<file path="config.mk">
export PLATFORM = sky130hd
export DESIGN_NAME = ssac_way_scan
export DESIGN_NICKNAME = d
export VERILOG_FILES = /design/src/sv/ssac_pkg.sv /design/src/sv/ssac_way_scan.sv
export SDC_FILE = /design/constraint.sdc
export NUM_CORES = 1
export LEC_CHECK = 0
export BUFFER_PORTS_ARGS = -buffer_cell sky130_fd_sc_hd__buf_2
export CAP_MARGIN = 20
export CELL_PAD_IN_SITES_DETAIL_PLACEMENT = 1
export CELL_PAD_IN_SITES_GLOBAL_PLACEMENT = 1
export CORE_UTILIZATION = 35
export CTS_CLUSTER_DIAMETER = 60
export DETAILED_ROUTE_END_ITERATION = 12
export GPL_ROUTABILITY_DRIVEN = 0
export GPL_TIMING_DRIVEN = 0
export PLACE_DENSITY = 0.78
export REMOVE_ABC_BUFFERS = 1
export SYNTH_ARGS = -nofsm -noshare
export SYNTH_HDL_FRONTEND = slang
export SYNTH_SLANG_ARGS = --single-unit
export TNS_END_PERCENT = 20
</file>
<file path="constraint.sdc">
create_clock -name aclk -period 3.2 [get_ports aclk]
set_input_delay 0.16 -clock aclk [delete_from_list [all_inputs] [get_ports aclk]]
set_output_delay 0.16 -clock aclk [all_outputs]
set_load 0.02 [all_outputs]
</file>
<file path="src/sv/ssac_pkg.sv">
// Shared constants, codes and types of the split set associative cache tag block.
`timescale 1ns / 1ps
`default_nettype none

package ssac_pkg;

    // Parameter defaults
    localparam int MAX_LINES_DEF   = 1024;
    localparam int MAX_WAYS_DEF    = 8;
    localparam int ADDR_WIDTH_DEF  = 32;
    localparam int STAMP_WIDTH_DEF = 32;

    // Fixed field widths
    localparam int FUNC_W     = 2;
    localparam int WAY_W      = 3;
    localparam int CNT_W      = 32;
    localparam int MIN_OFFSET = 4;
    localparam int LFSR_W     = 16;
    localparam int CFG_IDX_W  = 3;
    localparam int CFG_DATA_W = 16;
    localparam int RES_BITS   = 1 + WAY_W + 1 + 5 * CNT_W;
    localparam int OUT_W      = ((RES_BITS + 7) / 8) * 8;

    // Access kinds
    localparam logic [FUNC_W-1:0] FUNC_DREAD  = 2'd0;
    localparam logic [FUNC_W-1:0] FUNC_DWRITE = 2'd1;
    localparam logic [FUNC_W-1:0] FUNC_IFETCH = 2'd2;
    localparam logic [FUNC_W-1:0] FUNC_NONE   = 2'd3;

    // Configuration register indexes
    localparam logic [CFG_IDX_W-1:0] CFG_OFFSET = 3'd0;
    localparam logic [CFG_IDX_W-1:0] CFG_SETS   = 3'd1;
    localparam logic [CFG_IDX_W-1:0] CFG_WAYS   = 3'd2;
    localparam logic [CFG_IDX_W-1:0] CFG_POLICY = 3'd3;
    localparam logic [CFG_IDX_W-1:0] CFG_SEED   = 3'd4;

    // Configuration reset values
    localparam logic [2:0]        OFFSET_RST = 3'd4;
    localparam logic [3:0]        SETS_RST   = 4'd6;
    localparam logic [1:0]        WAYS_RST   = 2'd0;
    localparam logic              POLICY_RST = 1'b0;
    localparam logic [LFSR_W-1:0] SEED_RST   = 16'd1;

    localparam logic [LFSR_W-1:0] LFSR_TAPS = 16'hB400;

    typedef enum logic [2:0] {
        ST_CLEAR,
        ST_IDLE,
        ST_DECODE,
        ST_SCAN,
        ST_LAST,
        ST_WRITE,
        ST_OUT
    } state_t;

    // Outcome of one sweep over the ways of a set
    typedef struct packed {
        logic             hit;
        logic [WAY_W-1:0] hit_way;
        logic             hit_dirty;
        logic [WAY_W-1:0] lru_way;
        logic             lru_dirty;
        logic             rnd_dirty;
    } scan_res_t;

    // Counter bump requests
    typedef struct packed {
        logic dmiss;
        logic imiss;
        logic wb;
        logic dacc;
        logic iacc;
    } cnt_evt_t;

    typedef struct packed {
        logic [CNT_W-1:0] iacc;
        logic [CNT_W-1:0] dacc;
        logic [CNT_W-1:0] wb;
        logic [CNT_W-1:0] imiss;
        logic [CNT_W-1:0] dmiss;
    } cnt_val_t;

endpackage

`default_nettype wire

</file>
<file path="src/sv/ssac_way_scan.sv">
// Shared compare unit: takes one way per beat, finds the hit and the replacement victim.
`timescale 1ns / 1ps
`default_nettype none

module ssac_way_scan #(
    parameter int TAG_W   = 28,
    parameter int STAMP_W = 32
) (
    input  wire logic                       aclk,
    input  wire logic                       start,
    input  wire logic                       step,
    input  wire logic [ssac_pkg::WAY_W-1:0] way,
    input  wire logic                       line_valid,
    input  wire logic                       line_dirty,
    input  wire logic [TAG_W-1:0]           line_tag,
    input  wire logic [STAMP_W-1:0]         line_stamp,
    input  wire logic [TAG_W-1:0]           tag,
    input  wire logic [STAMP_W-1:0]         clock,
    input  wire logic [ssac_pkg::WAY_W-1:0] rnd_way,
    output ssac_pkg::scan_res_t             res
);

    ssac_pkg::scan_res_t res_reg;
    ssac_pkg::scan_res_t res_next;
    logic                inv_reg;
    logic                inv_next;
    logic [STAMP_W-1:0]  best_reg;
    logic [STAMP_W-1:0]  best_next;

    // Accumulate hit, LRU candidate and random-victim dirty bit
    always_comb begin
        res_next  = res_reg;
        inv_next  = inv_reg;
        best_next = best_reg;
        if (start) begin
            res_next  = '0;
            inv_next  = 1'b0;
            best_next = clock;
        end else if (step) begin
            // first valid matching way wins
            if (!res_reg.hit && line_valid && (line_tag == tag)) begin
                res_next.hit       = 1'b1;
                res_next.hit_way   = way;
                res_next.hit_dirty = line_dirty;
            end
            // lowest invalid way, else oldest stamp below the clock, else way 0
            if (!inv_reg) begin
                if (!line_valid) begin
                    inv_next           = 1'b1;
                    res_next.lru_way   = way;
                    res_next.lru_dirty = line_dirty;
                end else if (line_stamp < best_reg) begin
                    best_next          = line_stamp;
                    res_next.lru_way   = way;
                    res_next.lru_dirty = line_dirty;
                end else if (way == '0) begin
                    res_next.lru_dirty = line_dirty;
                end
            end
            if (way == rnd_way) begin
                res_next.rnd_dirty = line_dirty;
            end
        end
    end

    always_ff @(posedge aclk) begin
        res_reg  <= res_next;
        inv_reg  <= inv_next;
        best_reg <= best_next;
    end

    assign res = res_reg;

endmodule

`default_nettype wire

</file>
==> results of run 1 <==
-- per-stage QoR --
stage	hold slack, ns	power [uW]	util (%)
4_1_cts	0.1387	1459	47.27
5_1_grt	0.1523	1515	47.27
6_report	0.1469	1427	47.27
2_1_floorplan	0.2324	867.1	-
3_5_place_dp	0.4637	1029	45.90
3_3_place_gp	0.4506	1013	45.90
-- layer usage --
layer  vias up  global-route usage [%]  part of all wire, %
li1       1267                       -                    -
met1      1130                   16.83                   41
met2       101                   29.81                   51
met3         5                   3.560                  7.9
met4         0                   3.077                 0.75
met5         -                       0                    0
-- worst min path at each step --
stage	from	endpoint	slack (ns)	cells after the start
after floorplan	start	inv_reg	0.23	1
after global placement	line_dirty	res[0]	0.45	3
after detailed placement	line_dirty	res[5]	0.46	3
after CTS	line_dirty	res[5]	0.14	3
after global routing	clock[4]	best_reg[4]	0.15	2
final	line_dirty	res[5]	0.15	3
-- cell families (layout without fill, tap and decap cells) --
logic type / count (synthesis) / count (layout) / synth area share [%]
AOI/OAI and AO/OA: 33 / 33 / 6.980
xor gates and xnor gates: 31 / 31 / 9.179
adders and majority gates: 31 / 31 / 13.11
buffers and inverters: 38 / 181 / 4.822
DFF: 43 / 43 / 39.93
muxes: 40 / 40 / 14.89
and+or+nand+nor: 60 / 60 / 11.08
-- cells in the final DEF (no fill, tap or decap) --
cell / count
mux2i_1: 8
xnor2_1: 14
o21ai_0: 6
and2_1: 1
nor4_1: 5
a31o_2: 1
clkinv_2: 1
nand2b_1: 10
ha_1: 31
nor2b_1: 2
edfxtp_1: 32
inv_1: 33
a21oi_1: 15
clkbuf_8: 6
clkbuf_16: 1
nand3_1: 3
nor3_1: 4
nor4_4: 1
xor2_1: 17
a211o_1: 1
and4_1: 1
o22ai_1: 1
mux2_2: 32
nand4_1: 9
a21o_1: 2
a22oi_1: 1
a211oi_1: 2
a22oi_2: 1
dfxtp_1: 11
buf_2: 140
nand3b_1: 1
o311ai_0: 2
nor2_1: 13
a221o_1: 1
nand2_1: 10
-- area by class of cell --
type	instances	area [um2]	share of cell area [%]
Tap cell	105	131.4	3.383
Sequential cell	43	1181	30.41
Clock buffer	7	107.6	2.771
Timing Repair Buffer	140	700.7	18.04
Clock inverter	1	5.005	0.1289
Multi-Input combinational cell	195	1634	42.07
Inverter	33	123.9	3.189
-- where the power goes --
| part | leakage (uW) | switching [uW] | total, uW | internal, uW |
|---|---|---|---|---|
| combinational | 0.00141 | 171 | 346 | 175 |
| clock | 0.0000594 | 196 | 418 | 222 |
| sequential | 0.000406 | 12.8 | 663 | 650 |
| total | 0.00187 | 380 | 1430 | 1050 |
-- tightest hold or removal path: stages --
cell     delay (ns)
buf_2          0.11
mux2i_1        0.07
nor2_1         0.07
==> reports/qor.csv, run 1 <==
metric,value,unit
status,finished clean,
first-pass GRT wire length,10.64,mm
Startpoint Class,flop,
post-place setup slack,0.2178,ns
final wirelength,6.905,mm
Ant. Diodes,0,
"Primary FF master, synth",edfxtp_1,
clk buf depth,2,
reg-to-reg critical path endpoint,best_reg[17],
PostCTS Resize Cnt,0,
crit-path most repeated cell,a21oi_1,
number of fill cells in the layout,989,
CP arrival,2.86,ns
RSZ-0062 raised after global routing,false,
hpwl dp,5.716,mm
fin crit share,91.49,%
DR DRC count,0,
"slowest stage cell, crit path",a31o_2,
post-synthesis cell count,276,
r2r startpoint,best_reg[2],
worst path required time,3.13,ns
number of buffers created by CTS,5,
Worst Skew,0.004359,ns
crit-path cells,"inv_1, ha_1, a211oi_1, o21ai_0, a21oi_1, o311ai_0, a21oi_1, a31o_2",
initial core utilization,36.00,%
crit end category,flop,
"Avg Cell Area, Syn",10.72,um2
Hold Path Class,primary input to flop,
max FFs per register,32,
setup ws final,0.2723,ns
Area Overhead vs Synth,31.30,%
"delay-heaviest family, CP",compound AO/OA/AOI/OAI gates,
DR vias/cell,4.777,
post-cts hold buffer count,0,
initial antenna violation count,0,
total gr overflow,0,
H-Tree Depth,2,
Pwr per Cell Area,367.3,mW/mm2
Max rail drop VDD,0.0001547,V
nets,580,
most common cell in the netlist,inv_1,
Cells after DPL,516,
total core area,0.008217,mm2
CP Class,flop to flop,
fmax,341.6,MHz
GRT Total Usage,15.38,%
"EDFF count, synth",32,
number of cells on the critical path,8,
Synth area leaders,"edfxtp_1, ha_1, mux2_2",
clk root buf,clkbuf_8,
vias post-DR,2503,
Worst-Margin Slew,0.9794,ns
Post-synth ARST share,0,%
max-slew violation count,0,
largest net degree at the start of global routing,49,
Leakage Power,0.001872,uW
I/O Pins,141,
CP max FO,32,
"Reg clk slew, reported paths",0.09,ns
final hold violation count,0,
CTS tree,yes,
Layout Cells excl Fill,524,
WL/cell,13.18,um
final setup fails,0,
"Seq/Total Area, Yosys",39.93,%
share of cells above drive strength 1,43.68,%
largest area contributor in the netlist,edfxtp_1,
CTS sink cnt,43,
"reg-to-reg slack, setup",0.27,ns
Critical Path End,best_reg[17],
"final std cell area, no fill",0.003884,mm2
post-synthesis register bit count,43,
setup TNS,0,ns
drt first pass iters,3,
WP buf/inv,1,
R2R depth,8,
Slew headroom,34.71,%
area share of the largest cell type after synthesis,32.49,%
num rows,33,
Die Height,93.93,um
Routed Antenna Nets,0,
Mapped Area,0.002958,mm2
Yosys cell types,32,
initial DRC count,41,
MaxCap Viol Count,0,
synth cell count leaders,"inv_1, edfxtp_1, mux2_2",
Max stage delay on crit path,0.73,ns
Placed Instance Area,0.003771,mm2
Setup crit start,best_reg[2],
IO Port Bufs,140,
Setup Buffers After CTS,0,
YS warnings,0,
die width,93.93,um
clock latency on the worst-skew pair,0.29,ns
fin crit period,2.928,ns
vias in the first global route,2432,
die area,0.008823,mm2
Power figures use the tool's default switching activity.
==> inputs of run 2 (changes only) <==
CORE_UTILIZATION = 36   (was 35)
CTS_BUF_LIST = sky130_fd_sc_hd__clkbuf_8   (was not set)
PLACE_DENSITY = 0.8   (was 0.78)
==> run 2 against run 1 <==
Clock-buffer cell count is 1 lower. Via count increased by 2.0%. Non-clock buffer count did not move. Maximum frequency rose by 9.2%. Highest routed layer unchanged. Sequential cell count unchanged. Power down 2.9%. Clock power down 11%. Sequential power about the same. Clock skew up 0.0044 ns.
==> reports/qor.csv, run 2 (synthesized netlist as in run 1, its figures left out) <==
metric,value,unit
status,finished clean,
WL/cell,14.43,um
most frequent cells in the layout,"buf_2, inv_1, mux2_2, edfxtp_1, ha_1",
drt first pass iters,6,
fin util,49.28,%
hpwl dp,6.159,mm
Hold Path Class,primary input to flop,
CP max FO,32,
CTS tree,yes,
"commonest non-fill, non-tap cell in the layout",buf_2,
clk root buf,clkbuf_8,
Worst Skew,0.008785,ns
final hold violation count,0,
fin crit period,2.680,ns
number of buffers created by CTS,5,
RSZ-0062 raised after global routing,false,
final wirelength,7.519,mm
DR DRC count,0,
die width,92.65,um
setup TNS,0,ns
num rows,32,
Die Height,92.65,um
IO Port Bufs,140,
share of cells above drive strength 1,43.44,%
vias post-DR,2553,
reg-to-reg critical path endpoint,best_reg[18],
final setup fails,0,
initial DRC count,33,
H-Tree Depth,2,
max FFs per register,32,
fin crit share,83.75,%
Slew headroom,35.25,%
max-slew violation count,0,
initial antenna violation count,0,
clk buf depth,2,
Min-Delay Endpoint,res[5],
nets,580,
I/O Pins,141,
vias in the first global route,2722,
Routed Antenna Nets,0,
"Reg clk slew, reported paths",0.09,ns
Max rail drop VDD,0.0002049,V
r2r startpoint,best_reg[17],
"reg-to-reg slack, setup",0.52,ns
footprint of the multi-input gates,0.001643,mm2
number of fill cells in the layout,932,
GRT Total Usage,17.88,%
total gr overflow,0,
initial core utilization,37.69,%
Worst-Margin Slew,0.9712,ns
CTS sink cnt,43,
total core area,0.007848,mm2
first-pass GRT wire length,12.08,mm
Cells after DPL,513,
Leakage Power,0.001868,uW
Ant. Diodes,0,
MaxCap Viol Count,0,
Startpoint Class,flop,
worst path required time,3.14,ns
Setup Buffers After CTS,0,
FF/Latch Area,0.001181,mm2
DR vias/cell,4.900,
Area Overhead vs Synth,30.75,%
Pwr per Cell Area,358.3,mW/mm2
CP Class,flop to flop,
Layout Cells excl Fill,521,
R2R depth,8,
CP arrival,2.62,ns
fmax,373.1,MHz
Worst Hold Path Cells,3,
die area,0.008583,mm2
Hold Startpoint,line_dirty,
crit end category,flop,
largest net degree at the start of global routing,49,
clock latency on the worst-skew pair,0.30,ns
run 2: cell count changes in the layout (fill, tap and decap cells not counted), sizes merged:
cell	before	now
clkbuf	7	6
inv	33	34
run 2: what timing repair did:
action / 4_1_cts / 5_1_grt
gates resized for setup: 0 / 1
endpoints found under the setup margin: 0 / 32
hold buffers: 0 / 0
endpoints found under the hold margin: 0 / 0
run 2: worst max path at each step:
stage / start / to / slack (ns) / cells after the start
after global placement: best_reg[2] / best_reg[1] / 0.29 / 8
after CTS: best_reg[2] / best_reg[26] / 0.22 / 8
after detailed placement: best_reg[2] / best_reg[19] / 0.24 / 8
after global routing: best_reg[2] / best_reg[26] / 0.22 / 8
final: best_reg[17] / best_reg[18] / 0.52 / 8
after floorplan: best_reg[17] / best_reg[0] / 0.76 / 8
run 2: area by class of cell:
type	count	area share [%]
clock buffer	6	2.135
tap	102	3.300
inverter	33	3.203
timing repair buffer	140	18.12
clock inverter	2	0.2265
sequential	43	30.54
multi-input combinational	195	42.48
run 2: stage by stage:
step                      instance area [um2]  total power, uW  hold WS, ns  setup WS (ns)
after detailed placement                 3767             1034       0.4545         0.2361
after floorplan                          2939            867.1       0.2324         0.7643
final                                    3867             1386       0.1471         0.5198
after global placement                   3767             1012       0.4335         0.2937
after CTS                                3859             1406       0.1399         0.2181
after global routing                     3867             1466       0.1491         0.2196
run 2: metal layers:
layer	track usage, %	share of wire, %	vias to the layer above
li1	-	-	1273
met1	18.63	38	1178
met2	35.74	54	97
met3	3.941	7.0	5
met4	4.231	0.61	0
met5	0	0	-
run 2: worst max-delay path: stages (launching register included):
cell and delay [ns]:
edfxtp_1 0.37, inv_1 0.07, ha_1 0.23, a21o_1 0.19, a221o_1 0.34, a22oi_1 0.17
nand3_1 0.21, a21oi_1 0.21, a31o_4 0.51
run 2: power breakdown:
part           internal, uW  switching (uW)  leakage [uW]
Sequential              650            13.3      0.000406
Clock                   172             198     0.0000524
Combinational           177             176       0.00141
==> inputs of run 3 (changes only) <==
clock period = 2.7 ns   (was 3.2 ns; I/O delays follow)
==> run 3 against run 2 <==
Sequential share of layout area down 0.47 points. Die area unchanged. Cell count up 0.58%. Design area up 1.6%. Sequential cell count unchanged. Critical path depth unchanged. Sequential power up 18%. Global-route usage up 0.42 points.
==> reports/qor.csv, run 3 (synthesized netlist as in run 1, its figures left out) <==
metric,value,unit
status,finished clean,
Startpoint Class,flop,
I/O Pins,141,
Slew headroom,31.04,%
GRT Total Usage,18.30,%
Die Height,92.65,um
nets,583,
Area Overhead vs Synth,32.78,%
Ant. Diodes,0,
Max stage delay on crit path,0.44,ns
DR vias/cell,4.983,
initial core utilization,37.69,%
Max rail drop VDD,0.0002431,V
CP max FO,16,
CP Class,flop to flop,
initial antenna violation count,0,
Leakage Power,0.001890,uW
CTS sink cnt,43,
clock latency on the worst-skew pair,0.29,ns
drt first pass iters,4,
vias in the first global route,2756,
met2 usage,36.23,%
clk root buf,clkbuf_8,
max FFs per register,32,
number of buffers created by CTS,5,
final setup fails,0,
RSZ-0062 raised after global routing,false,
WL/cell,15.09,um
Worst Skew,0.003780,ns
fmax,398.9,MHz
die area,0.008583,mm2
post-place setup slack,-0.2639,ns
hpwl dp,6.159,mm
H-Tree Depth,2,
MaxCap Viol Count,0,
fin crit period,2.507,ns
Worst-Margin Slew,1.034,ns
final hold violation count,0,
initial DRC count,33,
die width,92.65,um
Layout Cells excl Fill,524,
share of cells above drive strength 1,44.79,%
"commonest non-fill, non-tap cell in the layout",buf_2,
crit end category,flop,
fin crit share,92.84,%
total gr overflow,0,
Top Usage Layer GRT,met2,
"Reg clk slew, reported paths",0.08,ns
Cells after DPL,513,
clk buf depth,2,
total core area,0.007848,mm2
Routed Antenna Nets,0,
Pwr per Cell Area,423.6,mW/mm2
"slowest stage cell, crit path",nor4_1,
Hold Path Class,primary input to flop,
num rows,32,
GR Layer Usage met3,3.941,%
CP arrival,2.54,ns
IO Port Bufs,140,
worst path required time,2.73,ns
DR DRC count,0,
vias post-DR,2611,
crit-path cells,"inv_1, ha_1, nand4_1, nor4_1, and4_1, a21oi_2, buf_4, a31o_4",
grt met1 use,19.46,%
CTS tree,yes,
first-pass GRT wire length,12.36,mm
final wirelength,7.907,mm
max-slew violation count,0,
largest net degree at the start of global routing,50,
most frequent cells in the layout,"buf_2, inv_1, mux2_2, edfxtp_1, ha_1",
setup ws final,0.1933,ns
run 3: power by group:
group	switching (uW)	total, uW	internal [uW]
clock	233	436	203
sequential	15.7	785	770
combinational	223	442	219
run 3: worst paths after layout:
path	cells past startpoint	slack, ns	endpoint	start
worst max-delay path	8	0.19	best_reg[7]	best_reg[31]
worst min register to register	2	0.48	res[4]	res[4]
worst min-delay path	3	0.12	res[5]	line_dirty
worst max register to register	8	0.19	best_reg[7]	best_reg[31]
run 3: final cells by class:
type,instances,area [um2]
tap,102,127.6
timing repair buffer,141,708.2
multi-input combinational,197,1695
clock buffer,6,82.58
sequential,43,1181
fill,927,3920
inverter,33,123.9
clock inverter,2,8.758
run 3: layer usage:
layer | share of wire, % | routed length (um) | vias to the layer above
met2 | 54 | 4237 | 103
met1 | 38 | 3037 | 1220
met5 | 0 | 0 | -
met4 | 0.72 | 57 | 0
li1 | - | - | 1283
met3 | 7.3 | 576 | 5
run 3: what timing repair did:
item | CTS | global route
pin swaps | 1 | 2
gates cloned | 1 | 1
hold buffers | 0 | 0
gates resized for setup | 2 | 6
endpoints found under the setup margin | 32 | 32
buffers inserted | 0 | 1
run 3: metrics by stage:
step | utilization [%] | instance area, um2 | setup TNS, ns | power (uW) | hold WS (ns)
2_1_floorplan | - | 2939 | 0 | 1028 | 0.2074
3_3_place_gp | 48.01 | 3767 | -6.571 | 1199 | 0.4085
3_5_place_dp | 48.01 | 3767 | -8.399 | 1226 | 0.4295
4_1_cts | 49.51 | 3885 | 0 | 1675 | 0.1149
5_1_grt | 50.05 | 3928 | 0 | 1762 | 0.1241
6_report | 50.05 | 3928 | 0 | 1664 | 0.1183
run 3: critical path, delay by kind of cell (launching register included):
kind | cells | cell delay [ns]
flops | 1 | 0.33
fa+ha+maj | 1 | 0.30
buf+inv | 2 | 0.22
simple gates | 3 | 0.99
compound gates | 2 | 0.39
