File: src/sv/ssac_pkg.sv
// Shared constants, codes and types of the split set associative cache tag block.
`timescale 1ns / 1ps
`default_nettype none

package ssac_pkg;

    // Parameter defaults
    localparam int MAX_LINES_DEF   = 1024;
    localparam int MAX_WAYS_DEF    = 8;
    localparam int ADDR_WIDTH_DEF  = 32;
    localparam int STAMP_WIDTH_DEF = 32;

    // Fixed field widths
    localparam int FUNC_W     = 2;
    localparam int WAY_W      = 3;
    localparam int CNT_W      = 32;
    localparam int MIN_OFFSET = 4;
    localparam int LFSR_W     = 16;
    localparam int CFG_IDX_W  = 3;
    localparam int CFG_DATA_W = 16;
    localparam int RES_BITS   = 1 + WAY_W + 1 + 5 * CNT_W;
    localparam int OUT_W      = ((RES_BITS + 7) / 8) * 8;

    // Access kinds
    localparam logic [FUNC_W-1:0] FUNC_DREAD  = 2'd0;
    localparam logic [FUNC_W-1:0] FUNC_DWRITE = 2'd1;
    localparam logic [FUNC_W-1:0] FUNC_IFETCH = 2'd2;
    localparam logic [FUNC_W-1:0] FUNC_NONE   = 2'd3;

    // Configuration register indexes
    localparam logic [CFG_IDX_W-1:0] CFG_OFFSET = 3'd0;
    localparam logic [CFG_IDX_W-1:0] CFG_SETS   = 3'd1;
    localparam logic [CFG_IDX_W-1:0] CFG_WAYS   = 3'd2;
    localparam logic [CFG_IDX_W-1:0] CFG_POLICY = 3'd3;
    localparam logic [CFG_IDX_W-1:0] CFG_SEED   = 3'd4;

    // Configuration reset values
    localparam logic [2:0]        OFFSET_RST = 3'd4;
    localparam logic [3:0]        SETS_RST   = 4'd6;
    localparam logic [1:0]        WAYS_RST   = 2'd0;
    localparam logic              POLICY_RST = 1'b0;
    localparam logic [LFSR_W-1:0] SEED_RST   = 16'd1;

    localparam logic [LFSR_W-1:0] LFSR_TAPS = 16'hB400;

    typedef enum logic [2:0] {
        ST_CLEAR,
        ST_IDLE,
        ST_DECODE,
        ST_SCAN,
        ST_LAST,
        ST_WRITE,
        ST_OUT
    } state_t;

    // Outcome of one sweep over the ways of a set
    typedef struct packed {
        logic             hit;
        logic [WAY_W-1:0] hit_way;
        logic             hit_dirty;
        logic [WAY_W-1:0] lru_way;
        logic             lru_dirty;
        logic             rnd_dirty;
    } scan_res_t;

    // Counter bump requests
    typedef struct packed {
        logic dmiss;
        logic imiss;
        logic wb;
        logic dacc;
        logic iacc;
    } cnt_evt_t;

    typedef struct packed {
        logic [CNT_W-1:0] iacc;
        logic [CNT_W-1:0] dacc;
        logic [CNT_W-1:0] wb;
        logic [CNT_W-1:0] imiss;
        logic [CNT_W-1:0] dmiss;
    } cnt_val_t;

endpackage

`default_nettype wire

File: src/sv/ssac_counters.sv
// Saturating miss, write-back and access counters.
`timescale 1ns / 1ps
`default_nettype none

module ssac_counters (
    input  wire logic               aclk,
    input  wire logic               clear,
    input  wire ssac_pkg::cnt_evt_t evt,
    output ssac_pkg::cnt_val_t      cnt
);

    ssac_pkg::cnt_val_t cnt_reg;
    ssac_pkg::cnt_val_t cnt_next;

    function automatic logic [ssac_pkg::CNT_W-1:0] sat_inc(
        input logic [ssac_pkg::CNT_W-1:0] v,
        input logic                       en
    );
        logic [ssac_pkg::CNT_W-1:0] r;
        r = v;
        if (en && (v != '1)) begin
            r = v + 1'b1;
        end
        return r;
    endfunction

    // Clear all counters, else bump each counter, hold at all ones
    always_comb begin
        if (clear) begin
            cnt_next = '0;
        end else begin
            cnt_next.dmiss = sat_inc(cnt_reg.dmiss, evt.dmiss);
            cnt_next.imiss = sat_inc(cnt_reg.imiss, evt.imiss);
            cnt_next.wb    = sat_inc(cnt_reg.wb, evt.wb);
            cnt_next.dacc  = sat_inc(cnt_reg.dacc, evt.dacc);
            cnt_next.iacc  = sat_inc(cnt_reg.iacc, evt.iacc);
        end
    end

    always_ff @(posedge aclk) begin
        cnt_reg <= cnt_next;
    end

    assign cnt = cnt_reg;

endmodule

`default_nettype wire

File: config.mk
export PLATFORM = sky130hd
export DESIGN_NAME = ssac_counters
export DESIGN_NICKNAME = d
export VERILOG_FILES = /design/src/sv/ssac_pkg.sv /design/src/sv/ssac_counters.sv
export SDC_FILE = /design/constraint.sdc
export NUM_CORES = 1
export LEC_CHECK = 0
export ABC_AREA = 1
export BUFFER_PORTS_ARGS = -buffer_cell sky130_fd_sc_hd__buf_4
export CORE_ASPECT_RATIO = 1.2
export CORE_MARGIN = 5
export CORE_UTILIZATION = 30
export CTS_CLUSTER_DIAMETER = 80
export DETAILED_ROUTE_END_ITERATION = 10
export SYNTH_ARGS = -nofsm -noshare
export SYNTH_HDL_FRONTEND = slang
export SYNTH_SLANG_ARGS = --single-unit
File: constraint.sdc
create_clock -name aclk -period 1.52 [get_ports aclk]
set_input_delay 0.076 -clock aclk [delete_from_list [all_inputs] [get_ports aclk]]
set_output_delay 0.076 -clock aclk [all_outputs]
set_load 0.1 [all_outputs]
==> flow_summary.html, run 1 <==
<table>
<tr><th>Metric</th><th>Value</th></tr>
<tr><th colspan="2">Worst hold path</th></tr>
<tr><td>Hold-critical path depth</td><td>4</td></tr>
<tr><td>Beginning of the worst hold path</td><td>clear</td></tr>
<tr><td>Type of the tightest min-delay check</td><td>in2reg</td></tr>
<tr><td>Hold-critical path endpoint</td><td>cnt[23]</td></tr>
<tr><th colspan="2">Synthesis</th></tr>
<tr><td>Summed instance area of the synthesized netlist</td><td>0.00984 mm2</td></tr>
<tr><td>Cells after synthesis</td><td>1619</td></tr>
<tr><td>Top FF cell, synth</td><td>sky130_fd_sc_hd__dfxtp_1</td></tr>
<tr><td>Cell with the most instances after synthesis</td><td>sky130_fd_sc_hd__nand2_1</td></tr>
<tr><td>Top post-synthesis cells by area</td><td>sky130_fd_sc_hd__dfxtp_1 (33%), sky130_fd_sc_hd__nand2_1 (17%), sky130_fd_sc_hd__nor2_1 (15%), sky130_fd_sc_hd__nand3_1 (7.5%), sky130_fd_sc_hd__inv_1 (5.5%)</td></tr>
<tr><td>Per-instance average area after synthesis</td><td>6.08 um2</td></tr>
<tr><td>Area share of the leading cell type in the synthesized netlist</td><td>32.5%</td></tr>
<tr><td>Warnings, synthesis</td><td>0</td></tr>
<tr><td>Most frequent cells after synthesis</td><td>sky130_fd_sc_hd__nand2_1 (450), sky130_fd_sc_hd__nor2_1 (383), sky130_fd_sc_hd__dfxtp_1 (160)</td></tr>
<tr><td>Number of synthesized flops with an enable pin</td><td>0</td></tr>
<tr><td>Share of flip-flops with an asynchronous set or reset</td><td>0%</td></tr>
<tr><td>Top cell type by total area after synthesis</td><td>sky130_fd_sc_hd__dfxtp_1</td></tr>
<tr><td>Count of state elements after synthesis</td><td>160</td></tr>
<tr><td>Post-Synthesis Net Count</td><td>1631</td></tr>
<tr><td>Sequential area share after synthesis</td><td>32.5%</td></tr>
<tr><td>Count of unique library cells instantiated by Yosys</td><td>33</td></tr>
<tr><th colspan="2">Pwr</th></tr>
<tr><td>Total design power</td><td>0.00934 W</td></tr>
<tr><td>Worst ir drop on vdd</td><td>0.509 mV</td></tr>
<tr><td>Leak Pwr</td><td>6.70 nW</td></tr>
<tr><td>P per Cell Area</td><td>578 mW/mm2</td></tr>
<tr><th colspan="2">Worst setup path</th></tr>
<tr><td>Startpoint type of the worst setup path</td><td>flip-flop</td></tr>
<tr><td>Worst Path Max Fanout</td><td>6</td></tr>
<tr><td>CP Data Arrival Time</td><td>1980 ps</td></tr>
<tr><td>Register-to-register path setup slack</td><td>-90 ps</td></tr>
<tr><td>Worst setup path class</td><td>reg2reg</td></tr>
<tr><td>Worst Reg2Reg Path Length in Cells</td><td>11</td></tr>
<tr><td>Reg2reg start</td><td>cnt[5]</td></tr>
<tr><td>Worst EP required</td><td>1890 ps</td></tr>
<tr><td>End of the worst register-to-register path</td><td>cnt[0]</td></tr>
<tr><td>Nature of the critical path endpoint</td><td>flip-flop</td></tr>
<tr><th colspan="2">Timing</th></tr>
<tr><td>Min Tclk post-route</td><td>1610 ps</td></tr>
<tr><td>Minimum setup slack in the final design</td><td>-86.6 ps</td></tr>
<tr><td>Unrepaired setup endpoints after global routing</td><td>true</td></tr>
<tr><td>Count of endpoints failing setup in the final report</td><td>101</td></tr>
<tr><td>Worst-margin pin slew</td><td>373 ps</td></tr>
<tr><td>Worst clock skew on the final layout</td><td>15.8 ps</td></tr>
<tr><td>Final Max Slew Viols</td><td>0</td></tr>
<tr><td>Fmax</td><td>622 MHz</td></tr>
<tr><td>Total negative slack for setup checks</td><td>-3150 ps</td></tr>
<tr><td>Crit share post-route</td><td>106%</td></tr>
<tr><td>Final hold violations</td><td>0</td></tr>
<tr><td>Worst relative slew slack</td><td>75.1%</td></tr>
<tr><th colspan="2">CTS</th></tr>
<tr><td>Clk pin slew, worst setup/hold paths</td><td>70 ps</td></tr>
<tr><td>Number of sinks driven by the clock tree</td><td>160</td></tr>
<tr><td>Cts bufs inserted</td><td>17</td></tr>
<tr><td>Htree depth</td><td>4</td></tr>
<tr><td>Worst-Skew Late Latency</td><td>440 ps</td></tr>
<tr><td>CTS root buffer</td><td>sky130_fd_sc_hd__clkbuf_16</td></tr>
<tr><td>TritonCTS clock tree</td><td>yes</td></tr>
<tr><td>Clock Tree Buf Depth</td><td>2</td></tr>
<tr><th colspan="2">Die</th></tr>
<tr><td>Core area</td><td>0.0323 mm2</td></tr>
<tr><td>Floorplan die area</td><td>0.0366 mm2</td></tr>
<tr><td>Initial Utilization</td><td>30.4%</td></tr>
<tr><td>Number of placed I/O pins</td><td>167</td></tr>
<tr><td>Vertical die dimension</td><td>208 um</td></tr>
<tr><td>Floorplan row count</td><td>72</td></tr>
<tr><td>Die Span X</td><td>175 um</td></tr>
<tr><th colspan="2">Final layout</th></tr>
<tr><td>Net total in the final layout</td><td>2022</td></tr>
<tr><td>Share of the core filled with cells in the final layout</td><td>50.0%</td></tr>
<tr><td>Max FFs per register</td><td>160</td></tr>
<tr><td>Filler cell count in the final layout</td><td>3170</td></tr>
<tr><td>Number of cells in the finished layout apart from fillers</td><td>2430</td></tr>
<tr><td>Antenna fix cells</td><td>0</td></tr>
<tr><td>Share of cells above drive strength 1</td><td>49.2%</td></tr>
<tr><td>Area growth from synthesis to layout</td><td>64.2%</td></tr>
<tr><th colspan="2">Global route</th></tr>
<tr><td>Number of antenna violations at the first check in global routing</td><td>0</td></tr>
<tr><td>Maximum number of pins on one net before global-route repair</td><td>44</td></tr>
<tr><td>Overflow left after global routing</td><td>0</td></tr>
<tr><td>Global-route wire length before repair</td><td>55500 um</td></tr>
<tr><td>Via count of the first global-routing pass</td><td>11200</td></tr>
<tr><td>All-Layer GR Usage</td><td>18.3%</td></tr>
<tr><th colspan="2">Drt</th></tr>
<tr><td>Number of nets with antenna violations after routing</td><td>0</td></tr>
<tr><td>First-iteration detailed-routing DRC count</td><td>559</td></tr>
<tr><td>Routed vias</td><td>11900</td></tr>
<tr><td>Number of iterations in the first detailed-routing pass</td><td>5</td></tr>
<tr><td>Total DRC errors in the routed layout</td><td>0</td></tr>
<tr><td>Routed wire per std cell</td><td>14.9 um</td></tr>
<tr><td>Via density per instance</td><td>4.89</td></tr>
<tr><td>Total length of routed wires</td><td>36300 um</td></tr>
<tr><th colspan="2">Flow run</th></tr>
<tr><td>Max-cap violations</td><td>0</td></tr>
<tr><th colspan="2">Placed design</th></tr>
<tr><td>Final Wtd Congestion</td><td>0.937</td></tr>
<tr><td>Worst Setup Slack post-DPL</td><td>-170 ps</td></tr>
<tr><td>Post-detailed-placement half-perimeter wirelength</td><td>26100 um</td></tr>
<tr><td>Count of buffers inserted at the top-level ports</td><td>166</td></tr>
<tr><td>Count of placed standard cells including taps</td><td>2353</td></tr>
<tr><th colspan="2">Run status</th></tr>
<tr><td>Status</td><td>complete, but fails checks</td></tr>
<tr><td>Violated checks</td><td>negative setup slack</td></tr>
</table>
[placed cells by master (no fill, tap or decap), types with 4 or more instances in the layout]
cell type and count:
sky130_fd_sc_hd__a21oi_1 11, sky130_fd_sc_hd__a21oi_2 98, sky130_fd_sc_hd__a31oi_1 4, sky130_fd_sc_hd__and2_1 4, sky130_fd_sc_hd__buf_12 12, sky130_fd_sc_hd__buf_4 385, sky130_fd_sc_hd__buf_6 9, sky130_fd_sc_hd__clkbuf_16 22
sky130_fd_sc_hd__clkinvlp_4 5, sky130_fd_sc_hd__dfxtp_2 32, sky130_fd_sc_hd__dfxtp_4 128, sky130_fd_sc_hd__ha_4 5, sky130_fd_sc_hd__inv_1 131, sky130_fd_sc_hd__inv_2 11, sky130_fd_sc_hd__nand2_1 391, sky130_fd_sc_hd__nand2_2 50
sky130_fd_sc_hd__nand2_4 19, sky130_fd_sc_hd__nand2_8 8, sky130_fd_sc_hd__nand3_1 79, sky130_fd_sc_hd__nand3_2 79, sky130_fd_sc_hd__nand3_4 8, sky130_fd_sc_hd__nand3b_1 8, sky130_fd_sc_hd__nand4_1 51, sky130_fd_sc_hd__nor2_1 314
sky130_fd_sc_hd__nor2_2 52, sky130_fd_sc_hd__nor2_4 39, sky130_fd_sc_hd__nor3_1 10, sky130_fd_sc_hd__nor3_2 5, sky130_fd_sc_hd__o21ai_0 5, sky130_fd_sc_hd__or2_2 5, sky130_fd_sc_hd__xnor2_1 4, sky130_fd_sc_hd__xor2_1 10
[metrics by stage]
stage | cell area (um2) | hold slack (ps)
6_report | 16200 | 40.0
5_1_grt | 16200 | 41.7
4_1_cts | 15100 | 23.3
3_5_place_dp | 14000 | 424
3_3_place_gp | 14000 | 431
2_1_floorplan | 10900 | 135
[cells by family (layout without fill, tap and decap cells)]
kind of cell    Yosys count  after routing  synth area share (%)
xor+xnor                 14             14                  1.25
simple gates           1124           1126                  49.8
compound gates          124            124                  7.13
buf+inv                 192            594                  8.68
fa+ha+maj                 5              5                 0.635
flops                   160            160                  32.5
[metal layers]
layer  track usage [%]  share of wire [%]
met1              22.0                 42
met2              33.1                 52
met3              2.47                4.2
met4              6.67                2.2
met5                 0                  0
[worst max path at each step]
| stage | to | slack [ps] | depth (start not counted) | startpoint |
|---|---|---|---|---|
| 6_report | cnt[0] | -90 | 11 | cnt[5] |
| 3_3_place_gp | cnt[154] | -170 | 8 | cnt[129] |
| 5_1_grt | cnt[17] | -210 | 9 | cnt[5] |
| 4_1_cts | cnt[154] | -60 | 8 | cnt[129] |
| 3_5_place_dp | cnt[154] | -170 | 8 | cnt[129] |
| 2_1_floorplan | cnt[112] | -260 | 10 | cnt[97] |
[report_power, final]
| group | switching (W) | leakage [nW] | total (W) | internal [W] |
|---|---|---|---|---|
| combinational | 0.000587 | 5.02 | 0.000824 | 0.000238 |
| sequential | 0.0000525 | 1.41 | 0.00408 | 0.00402 |
| clock | 0.00199 | 0.271 | 0.00444 | 0.00245 |
| total | 0.00263 | 6.70 | 0.00934 | 0.00671 |
[worst max-delay path, cell delays in order, from the launching register on]
cell and delay, ps:
sky130_fd_sc_hd__dfxtp_4 380, sky130_fd_sc_hd__nand2_1 150, sky130_fd_sc_hd__nor2_4 200, sky130_fd_sc_hd__nand2_2 90, sky130_fd_sc_hd__nor2_4 170, sky130_fd_sc_hd__nand2_8 120
sky130_fd_sc_hd__buf_6 150, sky130_fd_sc_hd__nand2_8 80, sky130_fd_sc_hd__inv_6 40, sky130_fd_sc_hd__nand2_2 40, sky130_fd_sc_hd__nand2_1 40, sky130_fd_sc_hd__nor2_1 90
[cell type report]
type / instances / area, um2 / share of cell area [%]
multi-input combinational: 1269 / 7310 / 45.2
sequential: 160 / 3720 / 23.0
timing repair buffer: 417 / 3480 / 21.5
inverter: 145 / 557 / 3.44
tap: 407 / 509 / 3.15
clock buffer: 18 / 429 / 2.65
clock inverter: 14 / 159 / 0.983
[timing repair]
action,in CTS,in global routing
endpoints found under the setup margin,93,158
gates cloned,4,8
gates resized for setup,84,197
endpoints found under the hold margin,4,0
hold buffers,1,0
setup buffers,16,17
pin swaps,28,111
Power figures use the tool's default switching activity.
==> run 2, diff against run 1 <==
CORE_ASPECT_RATIO = unset   (was 1.2)
REMOVE_ABC_BUFFERS = 1   (was unset)
==> run 2 against run 1 <==
Against the previous run: global-route usage up 1.3 points; sequential share of layout area down 3.7 points; worst setup slack worse by 100 ps; flip-flop and latch count unchanged; final cell count up 5.8%; largest power group unchanged; clock skew down 0.96 ps; combinational power up 6.7%; final area up 5.4%; the run still ends with negative setup slack left; count of clock-buffer cells in the layout down 1; routed wire length up 5.4%; total power up 6.2%.
==> flow_summary.html, run 2 (synthesis results as in run 1) <==
<table>
<tr><th>Metric</th><th>Value</th></tr>
<tr><th colspan="2">Timing</th></tr>
<tr><td>Min Tclk post-route</td><td>1710 ps</td></tr>
<tr><td>Unrepaired setup endpoints after global routing</td><td>true</td></tr>
<tr><td>Minimum setup slack in the final design</td><td>-188 ps</td></tr>
<tr><td>Count of endpoints failing setup in the final report</td><td>137</td></tr>
<tr><td>Crit share post-route</td><td>112%</td></tr>
<tr><td>Worst relative slew slack</td><td>64.0%</td></tr>
<tr><td>Worst clock skew on the final layout</td><td>14.8 ps</td></tr>
<tr><td>Fmax</td><td>585 MHz</td></tr>
<tr><td>Final hold violations</td><td>0</td></tr>
<tr><td>Final Max Slew Viols</td><td>0</td></tr>
<tr><td>Worst-margin pin slew</td><td>539 ps</td></tr>
<tr><td>Worst hold margin</td><td>48.8 ps</td></tr>
<tr><th colspan="2">Flow run</th></tr>
<tr><td>Max-cap violations</td><td>0</td></tr>
<tr><th colspan="2">Placed design</th></tr>
<tr><td>Post-detailed-placement half-perimeter wirelength</td><td>25000 um</td></tr>
<tr><td>Count of buffers inserted at the top-level ports</td><td>166</td></tr>
<tr><td>Final Wtd Congestion</td><td>0.896</td></tr>
<tr><td>Count of placed standard cells including taps</td><td>2471</td></tr>
<tr><th colspan="2">Die</th></tr>
<tr><td>Floorplan die area</td><td>0.0365 mm2</td></tr>
<tr><td>Floorplan row count</td><td>66</td></tr>
<tr><td>Number of placed I/O pins</td><td>167</td></tr>
<tr><td>Die Span X</td><td>191 um</td></tr>
<tr><td>Core area</td><td>0.0325 mm2</td></tr>
<tr><td>Initial Utilization</td><td>30.3%</td></tr>
<tr><td>Vertical die dimension</td><td>191 um</td></tr>
<tr><th colspan="2">Global route</th></tr>
<tr><td>Met3 track utilization from global routing</td><td>4.49%</td></tr>
<tr><td>Met1 global-route usage</td><td>24.1%</td></tr>
<tr><td>Overflow left after global routing</td><td>0</td></tr>
<tr><td>Number of antenna violations at the first check in global routing</td><td>0</td></tr>
<tr><td>All-Layer GR Usage</td><td>19.6%</td></tr>
<tr><td>Maximum number of pins on one net before global-route repair</td><td>83</td></tr>
<tr><td>Global Route met2 Usage</td><td>34.0%</td></tr>
<tr><td>Most congested layer reported by global routing</td><td>met2</td></tr>
<tr><td>Global-route wire length before repair</td><td>58900 um</td></tr>
<tr><td>Via count of the first global-routing pass</td><td>12100</td></tr>
<tr><th colspan="2">Worst setup path</th></tr>
<tr><td>Crit path buffers/inverters</td><td>2</td></tr>
<tr><td>Startpoint type of the worst setup path</td><td>flip-flop</td></tr>
<tr><td>CP Data Arrival Time</td><td>2090 ps</td></tr>
<tr><td>Cells along the critical path</td><td>nand2_1 -&gt; nor2_1 -&gt; nand2_2 -&gt; nor2_4 -&gt; nand3_4 -&gt; buf_6 -&gt; buf_12 -&gt; nand3_2 -&gt; nand2_1 -&gt; nor2_1</td></tr>
<tr><td>Slowest cell on crit path</td><td>sky130_fd_sc_hd__dfxtp_1</td></tr>
<tr><td>Worst Path Max Fanout</td><td>5</td></tr>
<tr><td>Worst setup path class</td><td>reg2reg</td></tr>
<tr><td>Gate family responsible for the most delay along the worst path</td><td>simple AND/OR/NAND/NOR gates</td></tr>
<tr><td>Worst stage delay on the critical path</td><td>330 ps</td></tr>
<tr><td>Nature of the critical path endpoint</td><td>flip-flop</td></tr>
<tr><td>Worst EP required</td><td>1900 ps</td></tr>
<tr><th colspan="2">CTS</th></tr>
<tr><td>TritonCTS clock tree</td><td>yes</td></tr>
<tr><td>Htree depth</td><td>4</td></tr>
<tr><td>CTS root buffer</td><td>sky130_fd_sc_hd__clkbuf_16</td></tr>
<tr><td>Cts bufs inserted</td><td>17</td></tr>
<tr><td>Clock Tree Buf Depth</td><td>2</td></tr>
<tr><td>Worst-Skew Late Latency</td><td>450 ps</td></tr>
<tr><td>Number of sinks driven by the clock tree</td><td>160</td></tr>
<tr><td>Clk pin slew, worst setup/hold paths</td><td>80 ps</td></tr>
<tr><th colspan="2">Pwr</th></tr>
<tr><td>Internal power summed over all cells</td><td>0.00725 W</td></tr>
<tr><td>Relative contribution of sequential cells to total power</td><td>43.0%</td></tr>
<tr><td>Clock group share of total power</td><td>48.1%</td></tr>
<tr><td>Leak Pwr</td><td>7.28 nW</td></tr>
<tr><td>Net switching power of the design</td><td>0.00267 W</td></tr>
<tr><td>Net switching share of the total power</td><td>26.9%</td></tr>
<tr><td>Total design power</td><td>0.00992 W</td></tr>
<tr><td>Share of power burned in combinational logic</td><td>8.9%</td></tr>
<tr><td>Worst ir drop on vdd</td><td>0.816 mV</td></tr>
<tr><td>P per Cell Area</td><td>582 mW/mm2</td></tr>
<tr><th colspan="2">Final layout</th></tr>
<tr><td>Max FFs per register</td><td>160</td></tr>
<tr><td>Share of cells above drive strength 1</td><td>48.3%</td></tr>
<tr><td>Most common cell after layout, fill and taps aside</td><td>sky130_fd_sc_hd__buf_4</td></tr>
<tr><td>Area growth from synthesis to layout</td><td>73.0%</td></tr>
<tr><td>Net total in the final layout</td><td>2127</td></tr>
<tr><td>Antenna fix cells</td><td>0</td></tr>
<tr><td>Number of cells in the finished layout apart from fillers</td><td>2570</td></tr>
<tr><td>Commonest cells after routing, fill and taps aside</td><td>sky130_fd_sc_hd__buf_4 (457), sky130_fd_sc_hd__nand2_1 (382), sky130_fd_sc_hd__nor2_1 (296)</td></tr>
<tr><th colspan="2">Drt</th></tr>
<tr><td>Total DRC errors in the routed layout</td><td>0</td></tr>
<tr><td>First-iteration detailed-routing DRC count</td><td>636</td></tr>
<tr><td>Total length of routed wires</td><td>38200 um</td></tr>
<tr><td>Number of nets with antenna violations after routing</td><td>0</td></tr>
<tr><td>Routed vias</td><td>12600</td></tr>
<tr><td>Via density per instance</td><td>4.90</td></tr>
<tr><td>Routed wire per std cell</td><td>14.9 um</td></tr>
<tr><td>Number of iterations in the first detailed-routing pass</td><td>5</td></tr>
<tr><th colspan="2">Run status</th></tr>
<tr><td>Status</td><td>complete, but fails checks</td></tr>
<tr><td>Violated checks</td><td>negative setup slack</td></tr>
<tr><th colspan="2">Worst hold path</th></tr>
<tr><td>Type of the tightest min-delay check</td><td>in2reg</td></tr>
</table>
[run 2: cell type report]
cell class,count,area [um2]
Multi-Input combinational cell,1271,7600
Clock inverter,15,208
Timing Repair Buffer,520,4400
Inverter,145,552
Fill cell,2968,15400
Clock buffer,17,425
Sequential cell,160,3290
Tap cell,442,553
[run 2: power groups by stage]
stage	Combinational, W	Clock, W	Sequential [W]
2_1_floorplan	0.000234	0	0.00463
3_3_place_gp	0.000763	0	0.00435
3_5_place_dp	0.000772	0	0.00435
4_1_cts	0.000821	0.00488	0.00427
5_1_grt	0.000938	0.00505	0.00427
6_report	0.000879	0.00478	0.00427
[run 2: what timing repair did]
action,4_1_cts,5_1_grt
hold endpoints to repair,5,0
pin swaps,99,156
buffers inserted,39,21
endpoints found under the setup margin,157,160
gates cloned,19,2
hold buffers,2,0
gates resized for setup,318,258
[run 2: path summary, 6_finish.rpt]
path	startpoint	to	slack, ps	cells after the start
worst max-delay path	cnt[43]	cnt[55]	-190	10
worst min-delay path	evt[4]	cnt[2]	50	5
worst max register to register	cnt[43]	cnt[55]	-190	10
worst min register to register	cnt[131]	cnt[131]	500	2
[run 2: stage by stage]
| step | cell area [um2] | TNS (ps) | utilization [%] | worst slack, ps |
|---|---|---|---|---|
| after floorplan | 9530 | -170480 | - | -1430 |
| after global placement | 13600 | -13440 | 42.0 | -199 |
| after detailed placement | 13600 | -18940 | 42.0 | -255 |
| after CTS | 16000 | -6290 | 49.4 | -114 |
| after global routing | 17000 | -25060 | 52.5 | -293 |
| final | 17000 | -11890 | 52.5 | -188 |
[run 2: metal layers]
| layer | wire length [um] | share of wire, % |
|---|---|---|
| met1 | 16300 | 43 |
| met2 | 18500 | 48 |
| met3 | 2280 | 6.0 |
| met4 | 1100 | 2.9 |
| met5 | 0 | 0 |
[run 2: worst reg2reg max path, cell delays in order, from the launching register on]
cell and delay, ps:
sky130_fd_sc_hd__dfxtp_1 330, sky130_fd_sc_hd__nand2_1 100, sky130_fd_sc_hd__nor2_1 260, sky130_fd_sc_hd__nand2_2 150
sky130_fd_sc_hd__nor2_4 140, sky130_fd_sc_hd__nand3_4 140, sky130_fd_sc_hd__buf_6 170, sky130_fd_sc_hd__buf_12 130
sky130_fd_sc_hd__nand3_2 60, sky130_fd_sc_hd__nand2_1 50, sky130_fd_sc_hd__nor2_1 110
==> run 3, diff against run 2 <==
SKIP_CTS_REPAIR_TIMING = 1   (was unset)
==> run 3 against run 2 <==
Against the previous run: the flow still finishes with violations (negative setup slack); register-to-register slack got worse by 70 ps; total power increased by 0.23%; first-iteration DRC count rose by 3.8%; fmax is 4.0% lower; via count shrank 2.3%; final cell count decreased by 0.82%; core utilization fell by 0.71 points; sequential power hardly changed; clock skew grew 2.8 ps; largest power group unchanged; highest routed layer unchanged.
==> flow_summary.html, run 3 (synthesis results as in run 1) <==
<table>
<tr><th>Metric</th><th>Value</th></tr>
<tr><th colspan="2">Run status</th></tr>
<tr><td>Status</td><td>complete, but fails checks</td></tr>
<tr><td>Violated checks</td><td>negative setup slack</td></tr>
<tr><th colspan="2">Final layout</th></tr>
<tr><td>Net total in the final layout</td><td>2106</td></tr>
<tr><td>Share of cells above drive strength 1</td><td>48.0%</td></tr>
<tr><td>Antenna fix cells</td><td>0</td></tr>
<tr><td>Filler cell count in the final layout</td><td>3013</td></tr>
<tr><td>Sequential cell area</td><td>0.00329 mm2</td></tr>
<tr><td>Most common cell after layout, fill and taps aside</td><td>sky130_fd_sc_hd__buf_4</td></tr>
<tr><td>Commonest cells after routing, fill and taps aside</td><td>sky130_fd_sc_hd__buf_4 (441), sky130_fd_sc_hd__nand2_1 (377), sky130_fd_sc_hd__nor2_1 (291)</td></tr>
<tr><td>Area growth from synthesis to layout</td><td>70.7%</td></tr>
<tr><td>Multi-input gate area</td><td>0.00755 mm2</td></tr>
<tr><td>Max FFs per register</td><td>160</td></tr>
<tr><th colspan="2">CTS</th></tr>
<tr><td>Cts bufs inserted</td><td>17</td></tr>
<tr><td>CTS root buffer</td><td>sky130_fd_sc_hd__clkbuf_16</td></tr>
<tr><td>Htree depth</td><td>4</td></tr>
<tr><td>TritonCTS clock tree</td><td>yes</td></tr>
<tr><td>Clk pin slew, worst setup/hold paths</td><td>80 ps</td></tr>
<tr><td>Number of sinks driven by the clock tree</td><td>160</td></tr>
<tr><td>Clock Tree Buf Depth</td><td>2</td></tr>
<tr><td>Worst-Skew Late Latency</td><td>460 ps</td></tr>
<tr><th colspan="2">Drt</th></tr>
<tr><td>Via density per instance</td><td>4.83</td></tr>
<tr><td>Routed wire per std cell</td><td>14.7 um</td></tr>
<tr><td>Routed vias</td><td>12300</td></tr>
<tr><td>First-iteration detailed-routing DRC count</td><td>660</td></tr>
<tr><td>Number of nets with antenna violations after routing</td><td>0</td></tr>
<tr><td>Total DRC errors in the routed layout</td><td>0</td></tr>
<tr><td>Number of iterations in the first detailed-routing pass</td><td>6</td></tr>
<tr><td>Total length of routed wires</td><td>37400 um</td></tr>
<tr><th colspan="2">Pwr</th></tr>
<tr><td>Clock group share of total power</td><td>48.4%</td></tr>
<tr><td>Net switching power of the design</td><td>0.00270 W</td></tr>
<tr><td>P per Cell Area</td><td>592 mW/mm2</td></tr>
<tr><td>Share of power burned in combinational logic</td><td>8.8%</td></tr>
<tr><td>Internal power summed over all cells</td><td>0.00725 W</td></tr>
<tr><td>Net switching share of the total power</td><td>27.1%</td></tr>
<tr><td>Leak Pwr</td><td>7.16 nW</td></tr>
<tr><td>Worst ir drop on vdd</td><td>0.827 mV</td></tr>
<tr><td>Total design power</td><td>0.00994 W</td></tr>
<tr><td>Relative contribution of sequential cells to total power</td><td>42.9%</td></tr>
<tr><th colspan="2">Worst setup path</th></tr>
<tr><td>Cells along the critical path</td><td>ha_4 -&gt; nand2_4 -&gt; nor2_4 -&gt; nand2_4 -&gt; nor2_4 -&gt; nand3_4 -&gt; clkbuf_16 -&gt; a21oi_1 -&gt; nor2_1</td></tr>
<tr><td>Worst stage delay on the critical path</td><td>370 ps</td></tr>
<tr><td>Worst setup path class</td><td>reg2reg</td></tr>
<tr><td>Worst Path Max Fanout</td><td>7</td></tr>
<tr><td>CP Data Arrival Time</td><td>2120 ps</td></tr>
<tr><td>Slowest cell on crit path</td><td>sky130_fd_sc_hd__dfxtp_4</td></tr>
<tr><td>Startpoint type of the worst setup path</td><td>flip-flop</td></tr>
<tr><td>Nature of the critical path endpoint</td><td>flip-flop</td></tr>
<tr><td>Worst EP required</td><td>1870 ps</td></tr>
<tr><th colspan="2">Timing</th></tr>
<tr><td>Worst relative slew slack</td><td>69.5%</td></tr>
<tr><td>Minimum setup slack in the final design</td><td>-259 ps</td></tr>
<tr><td>Fmax</td><td>562 MHz</td></tr>
<tr><td>Worst clock skew on the final layout</td><td>17.6 ps</td></tr>
<tr><td>Unrepaired setup endpoints after global routing</td><td>true</td></tr>
<tr><td>Min Tclk post-route</td><td>1780 ps</td></tr>
<tr><td>Final hold violations</td><td>0</td></tr>
<tr><td>Final Max Slew Viols</td><td>0</td></tr>
<tr><td>Count of endpoints failing setup in the final report</td><td>146</td></tr>
<tr><td>Worst-margin pin slew</td><td>458 ps</td></tr>
<tr><td>Crit share post-route</td><td>117%</td></tr>
<tr><th colspan="2">Placed design</th></tr>
<tr><td>Post-detailed-placement half-perimeter wirelength</td><td>25000 um</td></tr>
<tr><td>Worst Setup Slack post-DPL</td><td>-255 ps</td></tr>
<tr><td>Count of buffers inserted at the top-level ports</td><td>166</td></tr>
<tr><td>Final Wtd Congestion</td><td>0.896</td></tr>
<tr><th colspan="2">Die</th></tr>
<tr><td>Vertical die dimension</td><td>191 um</td></tr>
<tr><td>Floorplan row count</td><td>66</td></tr>
<tr><td>Core area</td><td>0.0325 mm2</td></tr>
<tr><td>Die Span X</td><td>191 um</td></tr>
<tr><td>Number of placed I/O pins</td><td>167</td></tr>
<tr><td>Floorplan die area</td><td>0.0365 mm2</td></tr>
<tr><td>Initial Utilization</td><td>30.3%</td></tr>
<tr><th colspan="2">Global route</th></tr>
<tr><td>Overflow left after global routing</td><td>0</td></tr>
<tr><td>Number of antenna violations at the first check in global routing</td><td>0</td></tr>
<tr><td>Maximum number of pins on one net before global-route repair</td><td>83</td></tr>
<tr><td>All-Layer GR Usage</td><td>17.6%</td></tr>
<tr><td>Global-route wire length before repair</td><td>53300 um</td></tr>
<tr><td>Via count of the first global-routing pass</td><td>11000</td></tr>
<tr><th colspan="2">Worst hold path</th></tr>
<tr><td>Type of the tightest min-delay check</td><td>in2reg</td></tr>
<tr><th colspan="2">Flow run</th></tr>
<tr><td>Max-cap violations</td><td>0</td></tr>
</table>
-- run 3: area by class of cell --
type | count | share of cell area, %
timing repair buffer | 498 | 25.1
multi-input combinational | 1272 | 45.0
sequential | 160 | 19.6
tap | 442 | 3.29
clock buffer | 17 | 2.53
inverter | 145 | 3.30
clock inverter | 15 | 1.24
-- run 3: critical path, delay by kind of cell (launching register included) --
family | cells | cell delay [ps]
fa+ha+maj | 1 | 140
flops | 1 | 370
simple gates | 6 | 800
compound gates | 1 | 140
buf+inv | 1 | 240
-- run 3: path summary, 6_finish.rpt --
path                 from       to  slack [ps]  depth (start not counted)
setup / recovery  cnt[65]  cnt[95]        -260                          9
hold / removal     evt[4]  cnt[13]          30                          5
setup reg to reg  cnt[65]  cnt[95]        -260                          9
hold reg to reg   cnt[35]  cnt[35]         490                          2
-- run 3: through the flow --
| step | utilization, % | hold WS, ps | area [um2] | instances | TNS, ps |
|---|---|---|---|---|---|
| 6_report | 51.8 | 27.4 | 16800 | 2549 | -13670 |
| 5_1_grt | 51.8 | 25.8 | 16800 | 2549 | -26680 |
| 4_1_cts | 43.9 | -68.2 | 14300 | 2503 | -22340 |
| 3_5_place_dp | 42.0 | 414 | 13600 | 2471 | -18940 |
| 3_3_place_gp | 42.0 | 413 | 13600 | 2471 | -13440 |
| 2_1_floorplan | - | 145 | 9530 | 1572 | -170480 |
-- run 3: power groups by stage --
stage	Combinational (W)	Sequential (W)	Clock, W
2_1_floorplan	0.000234	0.00463	0
3_3_place_gp	0.000763	0.00435	0
3_5_place_dp	0.000772	0.00435	0
4_1_cts	0.000774	0.00426	0.00488
5_1_grt	0.000931	0.00426	0.00508
6_report	0.000874	0.00426	0.00481
-- run 3: routing by layer --
layer | wire length, um | track usage (%) | vias up
met5 | 0 | 0 | -
met4 | 528 | 4.50 | 0
met3 | 2310 | 4.16 | 46
met2 | 18400 | 29.8 | 340
met1 | 16200 | 22.7 | 5791
li1 | - | - | 6130
